### src/rtl/rclt_pkg.sv
// ----------------------------------------------------------------------------
// rclt_pkg
// Shared types and constants of the radial raised-cosine low-pass taper.
// ----------------------------------------------------------------------------
`default_nettype none

package rclt_pkg;

    // register indexes of the configuration port
    localparam logic [2:0] REG_X_BINS    = 3'd0;
    localparam logic [2:0] REG_DU_STEP   = 3'd1;
    localparam logic [2:0] REG_DV_STEP   = 3'd2;
    localparam logic [2:0] REG_PASS_EDGE = 3'd3;
    localparam logic [2:0] REG_STOP_EDGE = 3'd4;

    // queue between front and back
    localparam int FIFO_DEPTH = 4;
    localparam int FIFO_AW    = 2;

    // fixed-point constants
    localparam logic [31:0] PI_Q30  = 32'd3373259426;
    localparam logic [30:0] ONE_Q30 = 31'h4000_0000;
    localparam logic [16:0] W_ONE   = 17'h10000;
    localparam logic [16:0] T_HALF  = 17'd32768;

    // cosine series divisors and their Q33 reciprocals
    localparam int COS_STEPS = 5;
    localparam logic [6:0] COS_DIV [COS_STEPS] = '{7'd90, 7'd56, 7'd30, 7'd12, 7'd2};
    localparam logic [32:0] COS_RCP [COS_STEPS] = '{
        33'(64'h2_0000_0000 / 64'd90),
        33'(64'h2_0000_0000 / 64'd56),
        33'(64'h2_0000_0000 / 64'd30),
        33'(64'h2_0000_0000 / 64'd12),
        33'(64'h2_0000_0000 / 64'd2)
    };

    typedef struct packed {
        logic signed [31:0] re;
        logic signed [31:0] im;
    } smp_t;

    // classified word held in the queue
    typedef struct packed {
        logic [12:0] idx;
        logic [11:0] by;
        smp_t        smp;
    } item_t;

    // weight-path context carried alongside the arithmetic
    typedef struct packed {
        logic        force_w;
        logic [16:0] fixed_w;
        logic        flip;
        smp_t        smp;
    } wctx_t;

endpackage

`default_nettype wire

### src/rtl/rclt_front.sv
// ----------------------------------------------------------------------------
// rclt_front
// Maps the column index to a signed-wavenumber magnitude and clamps the row.
// ----------------------------------------------------------------------------
`default_nettype none

module rclt_front #(
    parameter int MAX_X_BINS = 4096,
    parameter int MAX_Y_BINS = 4096
) (
    input  wire [12:0]          x_bins,
    input  wire [11:0]          bin_x,
    input  wire [11:0]          bin_y,
    input  wire rclt_pkg::smp_t smp,
    output rclt_pkg::item_t     item
);

    localparam logic [16:0] X_MAX  = 17'(MAX_X_BINS);
    localparam logic [16:0] Y_HALF = 17'(MAX_Y_BINS / 2);

    logic [16:0] cols_wide;
    logic [12:0] cols;
    logic [12:0] half;
    logic [12:0] bx;

    // saturate column count, then fold upper half to negative wavenumbers
    always_comb begin
        if (x_bins < 13'd2) begin
            cols_wide = 17'd2;
        end else if ({4'b0, x_bins} > X_MAX) begin
            cols_wide = X_MAX;
        end else begin
            cols_wide = {4'b0, x_bins};
        end
        cols = cols_wide[12:0];
        half = cols >> 1;
        bx   = {1'b0, bin_x};
        if (bx < half) begin
            item.idx = bx;
        end else if (bx >= cols) begin
            item.idx = bx - cols;
        end else begin
            item.idx = cols - bx;
        end
        if ({5'b0, bin_y} > Y_HALF) begin
            item.by = Y_HALF[11:0];
        end else begin
            item.by = bin_y;
        end
        item.smp = smp;
    end

endmodule

`default_nettype wire

### config.mk
export PLATFORM = sky130hd
export DESIGN_NAME = rclt_front
export DESIGN_NICKNAME = d
export VERILOG_FILES = /design/src/rtl/rclt_pkg.sv /design/src/rtl/rclt_front.sv
export SDC_FILE = /design/constraint.sdc
export NUM_CORES = 1
export LEC_CHECK = 0
export ABC_CLOCK_PERIOD_IN_PS = 10800
export BUFFER_PORTS_ARGS = -buffer_cell sky130_fd_sc_hd__buf_4
export CAP_MARGIN = 20
export CORE_MARGIN = 1
export CORE_UTILIZATION = 45
export DETAILED_ROUTE_END_ITERATION = 8
export PLACE_DENSITY = 0.95
export SYNTH_ARGS = -nofsm -noshare
export SYNTH_HDL_FRONTEND = slang
export SYNTH_SLANG_ARGS = --single-unit
### constraint.sdc
create_clock -name vclk -period 10.8
set_input_delay 3.24 -clock vclk [all_inputs]
set_output_delay 3.24 -clock vclk [all_outputs]
set_load 0.02 [all_outputs]
==> flow_metrics.env <==
export IMPL_seq_cell_count=0
export IMPL_fp_row_count=25
export IMPL_yosysTopAreaCellShare=0.215
export IMPL_yosys_area_top_type="buf_4"
export IMPL_coreArea_um2=4820
export IMPL_startpoint_type="input pin"
export IMPL_place_inst=388
export IMPL_cp_end_kind="output port"
export IMPL_crit_start="x_bins[5]"
export IMPL_setup_worst_path_end="item[88]"
export IMPL_ys_warn_count=0
export IMPL_crit_fanout=8
export IMPL_fmax_mhz=97.9
export IMPL_gp_congestion=0.879
export IMPL_hold_path_class="input pin to output port"
export IMPL_area_growth_pct=-0.0000867
export IMPL_critPathKind="input pin to output port"
export IMPL_crit_chain="buf_4 -> nor4_1 -> nand4b_1 -> o21ai_1 -> nand2_1 -> inv_1 -> ha_1 -> a21oi_2 -> o21ai_1 -> a211oi_2 -> o21a_1 -> o31ai_1 -> o211ai_1 -> mux2i_1 -> buf_4"
export IMPL_start_util=0.479
export IMPL_period_share=0.946
export IMPL_syn_num_nets=475
export IMPL_via_per_inst=5.58
export IMPL_p_leak_nw=1.23
export IMPL_port_buffers=62
export IMPL_p_per_area_nw_per_um2=65.6
export IMPL_arrival_ns=6.97
export IMPL_worst_pin_slew_ns=0.680
export IMPL_cts_hold_buf=0
export IMPL_worst_path_buf_inv=3
export IMPL_cp_required_ns=7.56
export IMPL_vias=2164
export IMPL_clock_buffers=0
export IMPL_post_cts_resized=0
export IMPL_fin_cells=388
export IMPL_syn_cell_area_um2=2310
export IMPL_grt_pass1_vias=2051
export IMPL_wl_mm=5.97
export IMPL_grt_util_all_layers=0.217
export IMPL_nets=463
export IMPL_rsz0062_at_grt="false"
export IMPL_slowest_delay_ns=0.48
export IMPL_slowest_stage="o21a_1"
export IMPL_n_antenna_cell=0
export IMPL_synth_area_top_cells="buf_4 21%, ha_1 20%, a21oi_1 6.1%"
export IMPL_overflow=0
export IMPL_antenna_left=0
export IMPL_whs_ns=6.48
export IMPL_cpLargestDelayFamily="compound AO/OA/AOI/OAI gates"
export IMPL_remaining_drc_errors=0
export IMPL_grt_pass1_wl_mm=9.29
export IMPL_die_w_um=73.6
export IMPL_synth_seq_area_share=0
export IMPL_fp_dieH_um=73.6
export IMPL_final_setup_viol_count=0
export IMPL_fill_cells=515
export IMPL_first_pass_iters=4
export IMPL_num_io_pins=190
export IMPL_drt_iter0_drc=95
export IMPL_peakVddDrop_mv=0.0295
export IMPL_routedWlPerCell_um=15.4
export IMPL_cts_setup_buffers=0
export IMPL_antenna_found_initial=0
export IMPL_ys_types=49
export IMPL_cap_viol_max_count=0
export IMPL_multiInputGateArea_um2=1640
export IMPL_layout_min_cycle_time_ns=10.21
export IMPL_finalMaxSlewViolations=0
export IMPL_avgSynthCellArea_um2=6.88
export IMPL_tns_ns=0
export IMPL_regArea_um2=0
export IMPL_place_hpwl_mm=5.19
export IMPL_grt_max_degree=17
export IMPL_cp_depth=15
export IMPL_slew_limit_headroom=0.545
export IMPL_drive_above_1_share=0.215
export IMPL_dieArea_um2=5410
export IMPL_hold_viol=0
export IMPL_status="completed"
export IMPL_synthCells=335
power by group:
part | internal [mW] | leakage (nW) | switching (mW)
Sequential | 0 | 0 | 0
Combinational | 0.0644 | 1.23 | 0.0870
Clock | 0 | 0 | 0
metrics by stage:
step	utilization	cell area [um2]	power, mW	setup WS (ns)
4_1_cts	0.479	2310	0.150	0.630
3_3_place_gp	0.479	2310	0.147	0.733
3_5_place_dp	0.479	2310	0.149	0.655
5_1_grt	0.479	2310	0.165	0.199
6_report	0.479	2310	0.151	0.585
2_1_floorplan	-	2310	0.134	1.23
area by class of cell:
cell class / instances / share of cell area
Inverter: 31 / 0.0505
Multi-Input combinational cell: 228 / 0.711
Tap cell: 67 / 0.0364
Timing Repair Buffer: 62 / 0.202
routing by layer:
layer / wire [um] / vias up / share of wire / global-route usage
met4: 80 / 0 / 0.013 / 0.0427
met5: 0 / - / 0 / 0
met1: 2370 / 990 / 0.40 / 0.241
li1: - / 1044 / - / -
met2: 2990 / 116 / 0.50 / 0.428
met3: 528 / 14 / 0.088 / 0.0357
logic make-up after synthesis:
kind of cell,synth area share
AO/OA/AOI/OAI,0.226
XOR/XNOR,0.0342
adder cells (fa/ha/maj),0.218
buffers and inverters,0.289
multiplexers,0.0391
AND/OR/NAND/NOR,0.194
layout by cell type, fill, tap and decap left out, drive strengths merged, types with 2 or more instances in the layout:
cell type	n
a31oi	3
a21oi	30
nand3	6
o211ai	2
xor2	3
mux2i	9
nand2	27
a211oi	2
fa	2
nand2b	5
nor2	19
nand4	2
nor4	4
ha	37
nor3	4
a21o	10
o221ai	2
nor2b	13
nand4b	2
xnor2	6
buf	62
o21a	5
inv	31
o21ai	19
o31ai	2
worst min-delay path by stage:
stage,start,to,slack (ns),cells after the start
6_report,smp[15],item[15],6.48,0
5_1_grt,smp[37],item[37],6.48,0
4_1_cts,smp[10],item[10],6.48,0
3_5_place_dp,smp[10],item[10],6.48,0
3_3_place_gp,smp[10],item[10],6.48,0
2_1_floorplan,bin_y[11],item[64],6.56,1
synthesized netlist by cell type, drive strengths merged (4+ instances only):
master / number
nand2: 27
clkbuf: 5
ha: 37
inv: 31
xnor2: 6
a21o: 10
nand3: 6
nor3: 4
o21a: 5
buf: 71
nor4: 4
nand2b: 5
mux2i: 9
o21ai: 19
nor2b: 13
nor2: 19
a21oi: 30
Power figures use the tool's default switching activity.
