**src/rtl/rclt_pkg.sv**
```systemverilog
// ----------------------------------------------------------------------------
// rclt_pkg
// Shared types and constants of the radial raised-cosine low-pass taper.
// ----------------------------------------------------------------------------
`default_nettype none

package rclt_pkg;

    // register indexes of the configuration port
    localparam logic [2:0] REG_X_BINS    = 3'd0;
    localparam logic [2:0] REG_DU_STEP   = 3'd1;
    localparam logic [2:0] REG_DV_STEP   = 3'd2;
    localparam logic [2:0] REG_PASS_EDGE = 3'd3;
    localparam logic [2:0] REG_STOP_EDGE = 3'd4;

    // queue between front and back
    localparam int FIFO_DEPTH = 4;
    localparam int FIFO_AW    = 2;

    // fixed-point constants
    localparam logic [31:0] PI_Q30  = 32'd3373259426;
    localparam logic [30:0] ONE_Q30 = 31'h4000_0000;
    localparam logic [16:0] W_ONE   = 17'h10000;
    localparam logic [16:0] T_HALF  = 17'd32768;

    // cosine series divisors and their Q33 reciprocals
    localparam int COS_STEPS = 5;
    localparam logic [6:0] COS_DIV [COS_STEPS] = '{7'd90, 7'd56, 7'd30, 7'd12, 7'd2};
    localparam logic [32:0] COS_RCP [COS_STEPS] = '{
        33'(64'h2_0000_0000 / 64'd90),
        33'(64'h2_0000_0000 / 64'd56),
        33'(64'h2_0000_0000 / 64'd30),
        33'(64'h2_0000_0000 / 64'd12),
        33'(64'h2_0000_0000 / 64'd2)
    };

    typedef struct packed {
        logic signed [31:0] re;
        logic signed [31:0] im;
    } smp_t;

    // classified word held in the queue
    typedef struct packed {
        logic [12:0] idx;
        logic [11:0] by;
        smp_t        smp;
    } item_t;

    // weight-path context carried alongside the arithmetic
    typedef struct packed {
        logic        force_w;
        logic [16:0] fixed_w;
        logic        flip;
        smp_t        smp;
    } wctx_t;

endpackage

`default_nettype wire

```
**src/rtl/rclt_fifo.sv**
```systemverilog
// ----------------------------------------------------------------------------
// rclt_fifo
// Short queue decoupling the front from the arithmetic back end.
// ----------------------------------------------------------------------------
`default_nettype none

module rclt_fifo (
    input  wire                  aclk,
    input  wire                  aresetn,
    input  wire                  wr_en,
    input  wire rclt_pkg::item_t din,
    input  wire                  rd_en,
    output rclt_pkg::item_t      dout,
    output logic                 full,
    output logic                 empty
);

    localparam int AW = rclt_pkg::FIFO_AW;

    rclt_pkg::item_t mem [rclt_pkg::FIFO_DEPTH];
    logic [AW-1:0]   wr_ptr_reg;
    logic [AW-1:0]   rd_ptr_reg;
    logic [AW:0]     cnt_reg;
    logic [AW:0]     cnt_next;

    assign full  = (cnt_reg == (AW+1)'(rclt_pkg::FIFO_DEPTH));
    assign empty = (cnt_reg == '0);
    assign dout  = mem[rd_ptr_reg];

    // occupancy
    always_comb begin
        cnt_next = cnt_reg;
        if (wr_en && !rd_en) begin
            cnt_next = cnt_reg + 1'b1;
        end else if (rd_en && !wr_en) begin
            cnt_next = cnt_reg - 1'b1;
        end
    end

    always_ff @(posedge aclk) begin
        if (!aresetn) begin
            wr_ptr_reg <= '0;
            rd_ptr_reg <= '0;
            cnt_reg    <= '0;
        end else begin
            if (wr_en) begin
                wr_ptr_reg <= wr_ptr_reg + 1'b1;
            end
            if (rd_en) begin
                rd_ptr_reg <= rd_ptr_reg + 1'b1;
            end
            cnt_reg <= cnt_next;
        end
    end

    // storage
    always_ff @(posedge aclk) begin
        if (wr_en) begin
            mem[wr_ptr_reg] <= din;
        end
    end

    a_no_underflow: assert property (@(posedge aclk) disable iff (!aresetn)
        rd_en |-> !empty) else $error("queue read while empty");
    a_no_overflow: assert property (@(posedge aclk) disable iff (!aresetn)
        wr_en |-> !full) else $error("queue written while full");
    a_cnt_bound: assert property (@(posedge aclk) disable iff (!aresetn)
        cnt_reg <= (AW+1)'(rclt_pkg::FIFO_DEPTH)) else $error("queue count out of range");

endmodule

`default_nettype wire

```
**config.mk**
```make
export PLATFORM = sky130hd
export DESIGN_NAME = rclt_fifo
export DESIGN_NICKNAME = d
export VERILOG_FILES = /design/src/rtl/rclt_pkg.sv /design/src/rtl/rclt_fifo.sv
export SDC_FILE = /design/constraint.sdc
export NUM_CORES = 1
export LEC_CHECK = 0
export BUFFER_PORTS_ARGS = -buffer_cell sky130_fd_sc_hd__buf_4
export CORE_MARGIN = 8
export CORE_UTILIZATION = 35
export CTS_BUF_LIST = sky130_fd_sc_hd__clkbuf_4
export CTS_CLUSTER_DIAMETER = 40
export DETAILED_ROUTE_END_ITERATION = 10
export GPL_ROUTABILITY_DRIVEN = 0
export PLACE_DENSITY_LB_ADDON = 0.05
export SLEW_MARGIN = 30
export SYNTH_ARGS = -nofsm -noshare
export SYNTH_HDL_FRONTEND = slang
export SYNTH_SLANG_ARGS = --single-unit
```
**constraint.sdc**
```tcl
create_clock -name aclk -period 6.5 [get_ports aclk]
set_input_delay 0.975 -clock aclk [delete_from_list [all_inputs] [get_ports aclk]]
set_output_delay 0.975 -clock aclk [all_outputs]
set_load 0.05 [all_outputs]
```
==> qor.txt, run 1 <==
clk_lat worst skew: 0.73 ns
Sink Count: 365
Die ar.: 44400 sq um
die height: 211 microns
crit path kind: reg -> out
Max-slew headroom: 39.2%
sequential area share after synthesis: 82.0%
Die X: 211 microns
CP Capture Type: primary output
vias in the first global route: 7228
syn avg cell area: 26.1 sq um
Post-Synth XOR/XNOR Area: 0.330%
YS warnings: 0
DP Cell Count: 1191
wirelength, routed: 28400 microns
main combinational cell family by area after synthesis: multiplexers
Simple-Gate Fraction of Synth Area: 0.689%
Pwr Density: 330 nW/um^2
Clock Skews: 0.0303 ns
worst-margin pin slew: 0.912 ns
first-pass GRT wire length: 42900 microns
most common cell after layout, fill and taps aside: edfxtp_1
Synth Area in Adders: 0.623%
Placement Cell Area: 15300 sq um
GR Util All Layers: 13.0%
remaining antenna violation count: 0
cell mode on critical path: buf_4
Worst R2R Setup Slack: 4.17 ns
top post-synthesis cells by area: edfxtp_1, mux4_2, dfxtp_1, ha_1, and2_1
Max Buffers Root-to-Sink: 3
worst path cell trace: buf_4, mux4_2, buf_4
Root Buffer: clkbuf_4
initial antenna violation count: 1
DRT iter0 DRCs: 215
outcome: complete, no violations
via count: 6257
WP data required: 5.52 ns
cells after synthesis: 508
crit path max fanout: 45
buffers added on ports: 183
leak pwr: 5.60 nW
Max-Cap Viols: 0
max reg flops: 356
Yosys top cell by area: edfxtp_1
slowest stage delay, CP: 0.83 ns
unrepaired setup endpoints after global routing: false
hpwl dp: 16700 microns
Core ar.: 37500 sq um
final worst path period share: 60.3%
crit path DAT: 2.94 ns
setup tns final: 0 ns
global route overflow: 0
clock-pin slew on the worst setup and hold paths: 0.06 ns
Final Slew Violations: 0
Worst setup SP type: flip-flop
cell area after layout: 16400 sq um
Hold Fails Final Rpt: 0
# rows: 71
CP max stage cell: dfxtp_4
syn nets: 607
largest net degree at the start of global routing: 58
share of cells above drive strength 1: 51.5%
commonest non-fill, non-tap cells in the layout: edfxtp_1, buf_4, clkbuf_4
total CTS buffers: 95
DR DRC count: 0
worst hold path type: in -> reg
CTS resizes: 0
Max Clock Freq: 0.255 GHz
Netlist cell types: 22
layout net count: 876
Post-Layout Cell Count: 1353
vias per cell: 4.62
Wirelength per Cell: 21.0 microns
mux contribution to synthesized area: 15.3%
hold_buf cts: 0
endpoints failing setup: 0
H-tree levels: 3
worst path bufs/invs: 2
Compound-Gate Fraction of Synth Area: 0.0943%
synthesis-stage register bit count: 365
Post-CTS Setup Bufs: 0
maximum resistive drop on vdd: 130 uV
TritonRoute pass-1 iters: 4
Synth top area share: 80.6%
CP top delay family: buffers and inverters
Initial Utilization: 35.4%
synthesis-to-layout area growth: 23.9%
synthesized cell area: 13300 sq um
CTS tree: done
Final Critical Period: 3.92 ns
I/O Pins: 184
## worst register-to-register path: cells and delay by family, from the launching register on
kind / cells / cell delay [ns]
fa+ha+maj: 1 / 0.15
buf+inv: 2 / 0.92
flops: 1 / 0.34
simple gates: 1 / 0.50
## logic make-up (layout without fill, tap and decap cells)
group,after synthesis,in the layout
DFF,365,365
muxes,91,91
buffers and inverters,24,357
and+or+nand+nor,15,15
adders and majority gates,6,6
xor gates and xnor gates,5,5
AOI/OAI and AO/OA,2,2
other,0,1
## cell type report
type | instances | area [sq um]
Antenna cell | 1 | 2.50
Clock buffer | 141 | 1060
Clock inverter | 20 | 82.6
Fill cell | 3324 | 21100
Inverter | 4 | 15.0
Multi-Input combinational cell | 119 | 2260
Sequential cell | 365 | 10900
Tap cell | 511 | 639
Timing Repair Buffer | 192 | 1490
## path summary, 6_finish.rpt
kind,cells past startpoint,from,end
max,3,flip-flop,dout[75]
min,1,din[37],mem[3][37]
max reg2reg,4,wr_ptr_reg[0],mem[2][33]
min reg2reg,2,cnt_reg[2],cnt_reg[2]
## Yosys cell counts
master      n
xnor2_1     2
and2_1      9
buf_2      10
nor2b_1     2
edfxtp_1  356
fa_1        1
buf_12      1
a21boi_0    1
dfxtp_1     9
nor3b_1     1
clkbuf_1    7
mux4_2     89
ha_1        5
or3_1       1
nand2_1     1
inv_1       4
o21ai_0     1
mux2i_1     2
xor2_1      3
nor3_1      1
buf_6       1
buf_8       1
## metal layers
layer / wire length [microns] / global-route usage (%) / vias to the layer above
li1: - / - / 2765
met1: 11000 / 14.2 / 3263
met2: 15000 / 22.7 / 189
met3: 1970 / 4.81 / 40
met4: 453 / 5.24 / 0
met5: 0 / 0 / -
## through the flow
step | util (%) | power [mW] | hold slack [ns] | setup WS (ns)
after floorplan | - | 3.35 | 0.472 | 3.00
after global placement | 40.6 | 3.63 | 0.487 | 3.18
after detailed placement | 40.8 | 3.65 | 0.558 | 3.18
after CTS | 43.8 | 5.55 | 0.328 | 2.34
after global routing | 43.8 | 5.70 | 0.343 | 2.26
final | 43.8 | 5.42 | 0.442 | 2.58
## where the power goes
group	leakage, nW	switching (mW)	internal, mW
sequential	3.35	0.0495	2.70
combinational	1.56	0.531	0.294
clock	0.688	0.863	0.982
total	5.60	1.44	3.98
Note: power is estimated with default switching activity, not from simulation.
==> inputs of run 2 (changes only) <==
Clock period 6.5 ns to 3.35 ns, I/O delays scaled along.
==> run 2 against run 1 <==
Net effect:
- sequential cell count stayed put
- clock skew is 0.0037 ns lower
- power is 99% higher
==> qor.txt, run 2 (same netlist as run 1, synthesis figures left out) <==
Initial Utilization: 35.4%
HP Start: wr_en
commonest non-fill, non-tap cells in the layout: edfxtp_1, buf_4, clkbuf_4
final worst path period share: 90.3%
first-pass GRT wire length: 45400 microns
total CTS buffers: 95
most common cell after layout, fill and taps aside: edfxtp_1
DR DRC count: 0
Root Buffer: clkbuf_4
largest net degree at the start of global routing: 47
Final Slew Violations: 0
Core ar.: 37500 sq um
initial antenna violation count: 1
CP max stage cell: dfxtp_4
Switching Power: 2.86 mW
global route overflow: 0
Flop pwr share: 49.3%
Sink Count: 365
Worst setup SP type: flip-flop
worst path cell trace: buf_4, mux4_2, buf_4
WHS Endpoint: wr_ptr_reg[1]
share of cells above drive strength 1: 47.8%
slowest stage delay, CP: 0.75 ns
Fill cells: 3252
hpwl dp: 17900 microns
reg-to-reg endpoint: mem[0][48]
worst r2r src: wr_ptr_reg[0]
cell mode on critical path: buf_4
Max Clock Freq: 0.331 GHz
H-tree levels: 3
setup tns final: 0 ns
vias per cell: 4.58
Post-Layout Cell Count: 1459
sw frac: 26.5%
synthesis-to-layout area growth: 32.2%
Max-slew headroom: 56.8%
vias in the first global route: 7867
Pwr Density: 616 nW/um^2
crit path DAT: 2.52 ns
I/O Pins: 184
Clock Skews: 0.0266 ns
Worst R2R Setup Slack: 1.51 ns
via count: 6688
remaining antenna violation count: 0
endpoints failing setup: 0
Hold Fails Final Rpt: 0
maximum resistive drop on vdd: 262 uV
wirelength, routed: 29600 microns
DRT iter0 DRCs: 256
CP Capture Type: primary output
clock share of power: 34.6%
layout net count: 979
DP Cell Count: 1204
Final Critical Period: 3.02 ns
Die X: 211 microns
Int Power: 7.94 mW
hold path depth: 3
fin util: 46.8%
WP data required: 2.85 ns
Logic pwr share: 16.1%
Worst R2R Path Depth: 4
clk_lat worst skew: 0.73 ns
clock-pin slew on the worst setup and hold paths: 0.06 ns
# rows: 71
worst-margin pin slew: 0.647 ns
max reg flops: 356
Wirelength per Cell: 20.3 microns
crit path kind: reg -> out
crit path max fanout: 28
Max-Cap Viols: 0
unrepaired setup endpoints after global routing: false
TritonRoute pass-1 iters: 5
leak pwr: 6.09 nW
buffers added on ports: 183
die height: 211 microns
CTS tree: done
Max Buffers Root-to-Sink: 3
outcome: complete, no violations
GR Util All Layers: 13.5%
Die ar.: 44400 sq um
CTS resizes: 0
worst hold path type: in -> reg
run 2: cell types whose count changed in the layout (fill, tap and decap cells not counted), sizes merged:
cell / before / now
clkbuf: 141 / 145
clkinvlp: 1 / 0
clkinv: 18 / 14
dlygate4sd3: 0 / 90
buf: 192 / 205
inv: 5 / 8
bufinv: 0 / 1
run 2: power groups by stage:
stage	sequential [mW]	combinational, mW	clock (mW)
floorplan	5.39	1.11	0
global placement	5.41	1.68	0
detailed placement	5.43	1.69	0
CTS	5.33	1.79	3.91
global route	5.34	1.83	4.14
finish	5.32	1.74	3.74
run 2: metrics by stage:
stage	cell area (sq um)	power, mW	setup slack (ns)	hold slack, ns
3_5_place_dp	15400	7.12	0.976	0.525
6_report	17500	10.8	0.326	0.154
4_1_cts	17500	11.0	0.123	0.0355
5_1_grt	17500	11.3	0.0979	0.101
2_1_floorplan	13300	6.51	0.287	0.472
3_3_place_gp	15400	7.09	0.966	0.486
run 2: worst max-delay path by stage:
| stage | startpoint | endpoint | depth (start not counted) |
|---|---|---|---|
| floorplan | wr_ptr_reg[0] | mem[0][0] | 3 |
| global placement | flip-flop | dout[75] | 3 |
| detailed placement | flip-flop | dout[54] | 3 |
| CTS | flip-flop | dout[54] | 3 |
| global route | flip-flop | dout[13] | 3 |
| finish | flip-flop | dout[13] | 3 |
run 2: cell type report:
class                           instances  area [sq um]  share of cell area, %
Antenna cell                            1          2.50                 0.0143
Timing Repair Buffer                  295          2540                   14.5
Multi-Input combinational cell        119          2260                   12.9
Inverter                                4          15.0                 0.0857
Sequential cell                       365         10900                   62.1
Clock inverter                         19           101                  0.578
Clock buffer                          145          1090                   6.21
Tap cell                              511           639                   3.65
run 2: routing by layer:
metal	wire length, microns	vias to the layer above	global-route usage [%]	part of all wire [%]
met5	0	-	0	0
met4	601	0	5.62	2.0
met3	1560	54	3.96	5.3
li1	-	2986	-	-
met1	11800	3467	15.7	40
met2	15600	181	23.4	53
run 2: critical path: cells and delay by family, from the launching register on:
family	cells	cell delay (ns)
mux	1	0.53
buf+inv	2	0.51
flops	1	0.75
run 2: timing repair:
item	4_1_cts	5_1_grt
hold buffers	90	0
buffers inserted	0	0
endpoints found under the hold margin	365	0
==> inputs of run 3 (changes only) <==
Settings changed: CORE_MARGIN 8 to not set, CORE_UTILIZATION 35 to 50.
==> run 3 against run 2 <==
Net effect:
- sequential cell count unchanged
- die area down 39%
- first-iteration DRC count up 75%
- critical path depth unchanged
- critical endpoint is now dout[62]
- highest routed layer unchanged
==> qor.txt, run 3 (same netlist as run 1, synthesis figures left out) <==
wirelength, routed: 25700 microns
total CTS buffers: 90
Switching Power: 2.78 mW
crit path DAT: 2.58 ns
Die ar.: 27200 sq um
DR DRC count: 0
WP data required: 2.85 ns
clk_lat worst skew: 0.68 ns
CP max stage cell: mux4_2
fin util: 66.0%
first-pass GRT wire length: 39000 microns
# rows: 59
Hold Fails Final Rpt: 0
vias in the first global route: 7299
final worst slack: 0.266 ns
worst r2r src: wr_ptr_reg[0]
I/O Pins: 184
clock-pin slew on the worst setup and hold paths: 0.06 ns
maximum resistive drop on vdd: 487 uV
Logic pwr share: 15.7%
sw frac: 25.9%
Final Critical Period: 3.08 ns
Worst R2R Setup Slack: 1.62 ns
leak pwr: 6.01 nW
DP Cell Count: 1019
Max Clock Freq: 0.324 GHz
most common cell after layout, fill and taps aside: edfxtp_1
Int Power: 7.96 mW
endpoints failing setup: 0
hold_buf cts: 85
clock share of power: 34.7%
slowest stage delay, CP: 0.62 ns
commonest non-fill, non-tap cells in the layout: edfxtp_1, buf_4, clkbuf_4
Post-Layout Cell Count: 1268
final worst path period share: 92.0%
Flop pwr share: 49.6%
Worst R2R Path Depth: 4
remaining antenna violation count: 0
buffers added on ports: 183
largest net degree at the start of global routing: 53
H-tree levels: 3
Die X: 165 microns
Sink Count: 365
outcome: complete, no violations
via count: 6579
Pwr Density: 625 nW/um^2
Max-slew headroom: 57.1%
Root Buffer: clkbuf_4
Clock Skews: 0.0397 ns
max reg flops: 356
Initial Utilization: 50.9%
GR Util All Layers: 19.7%
synthesis-to-layout area growth: 29.7%
TritonRoute pass-1 iters: 4
Wirelength per Cell: 20.2 microns
worst path cell trace: buf_12, mux4_2, buf_4
die height: 165 microns
Max Buffers Root-to-Sink: 3
crit path max fanout: 49
layout net count: 963
Core ar.: 26100 sq um
Final Slew Violations: 0
capture point of the critical path: dout[62]
vias per cell: 5.19
CTS resizes: 0
crit path kind: reg -> out
Post-CTS Setup Bufs: 0
Hold WS: 0.0672 ns
reg-to-reg endpoint: mem[2][0]
worst hold path type: in -> reg
Max-Cap Viols: 0
Fill cells: 1814
pre-CTS setup slack: 0.923 ns
Worst setup SP type: flip-flop
share of cells above drive strength 1: 46.9%
CP Capture Type: primary output
setup tns final: 0 ns
worst-margin pin slew: 0.643 ns
hpwl dp: 14500 microns
global route overflow: 0
DRT iter0 DRCs: 447
unrepaired setup endpoints after global routing: false
initial antenna violation count: 2
CTS tree: done
## run 3: how the worst min path moves through the flow
stage | from | endpoint | depth (start not counted)
finish | din[57] | mem[0][57] | 1
global route | din[57] | mem[0][57] | 1
CTS | din[0] | mem[1][0] | 1
detailed placement | cnt_reg[2] | cnt_reg[2] | 2
global placement | cnt_reg[2] | cnt_reg[2] | 2
floorplan | cnt_reg[2] | cnt_reg[2] | 2
## run 3: metal layers
layer / wire [microns] / track usage (%)
met5: 0 / 0
met1: 10500 / 25.1
met3: 1610 / 5.93
met2: 13200 / 32.2
met4: 327 / 7.30
## run 3: area by class of cell
| type | instances | area [sq um] | share of cell area [%] |
|---|---|---|---|
| Timing Repair Buffer | 284 | 2430 | 14.1 |
| Multi-Input combinational cell | 119 | 2260 | 13.2 |
| Sequential cell | 365 | 10900 | 63.2 |
| Clock buffer | 136 | 1020 | 5.94 |
| Inverter | 4 | 15.0 | 0.0873 |
| Antenna cell | 3 | 7.51 | 0.0436 |
| Tap cell | 335 | 419 | 2.44 |
| Clock inverter | 22 | 169 | 0.982 |
## run 3: worst max-delay path: cells and delay by family (launching register included)
kind / cells / cell delay (ns)
buffers and inverters: 2 / 0.62
muxes: 1 / 0.62
DFF: 1 / 0.60
## run 3: metrics by stage
step                instance area (sq um)  power, mW
finish                              17200       10.7
global route                        17200       11.2
detailed placement                  15100       7.06
CTS                                 17200       10.9
floorplan                           13300       6.51
global placement                    15100       7.02
## run 3: power groups by stage
stage | sequential (mW) | clock (mW) | combinational, mW
floorplan | 5.39 | 0 | 1.11
global placement | 5.41 | 0 | 1.61
detailed placement | 5.43 | 0 | 1.63
CTS | 5.33 | 3.86 | 1.72
global route | 5.34 | 4.07 | 1.78
finish | 5.33 | 3.73 | 1.69
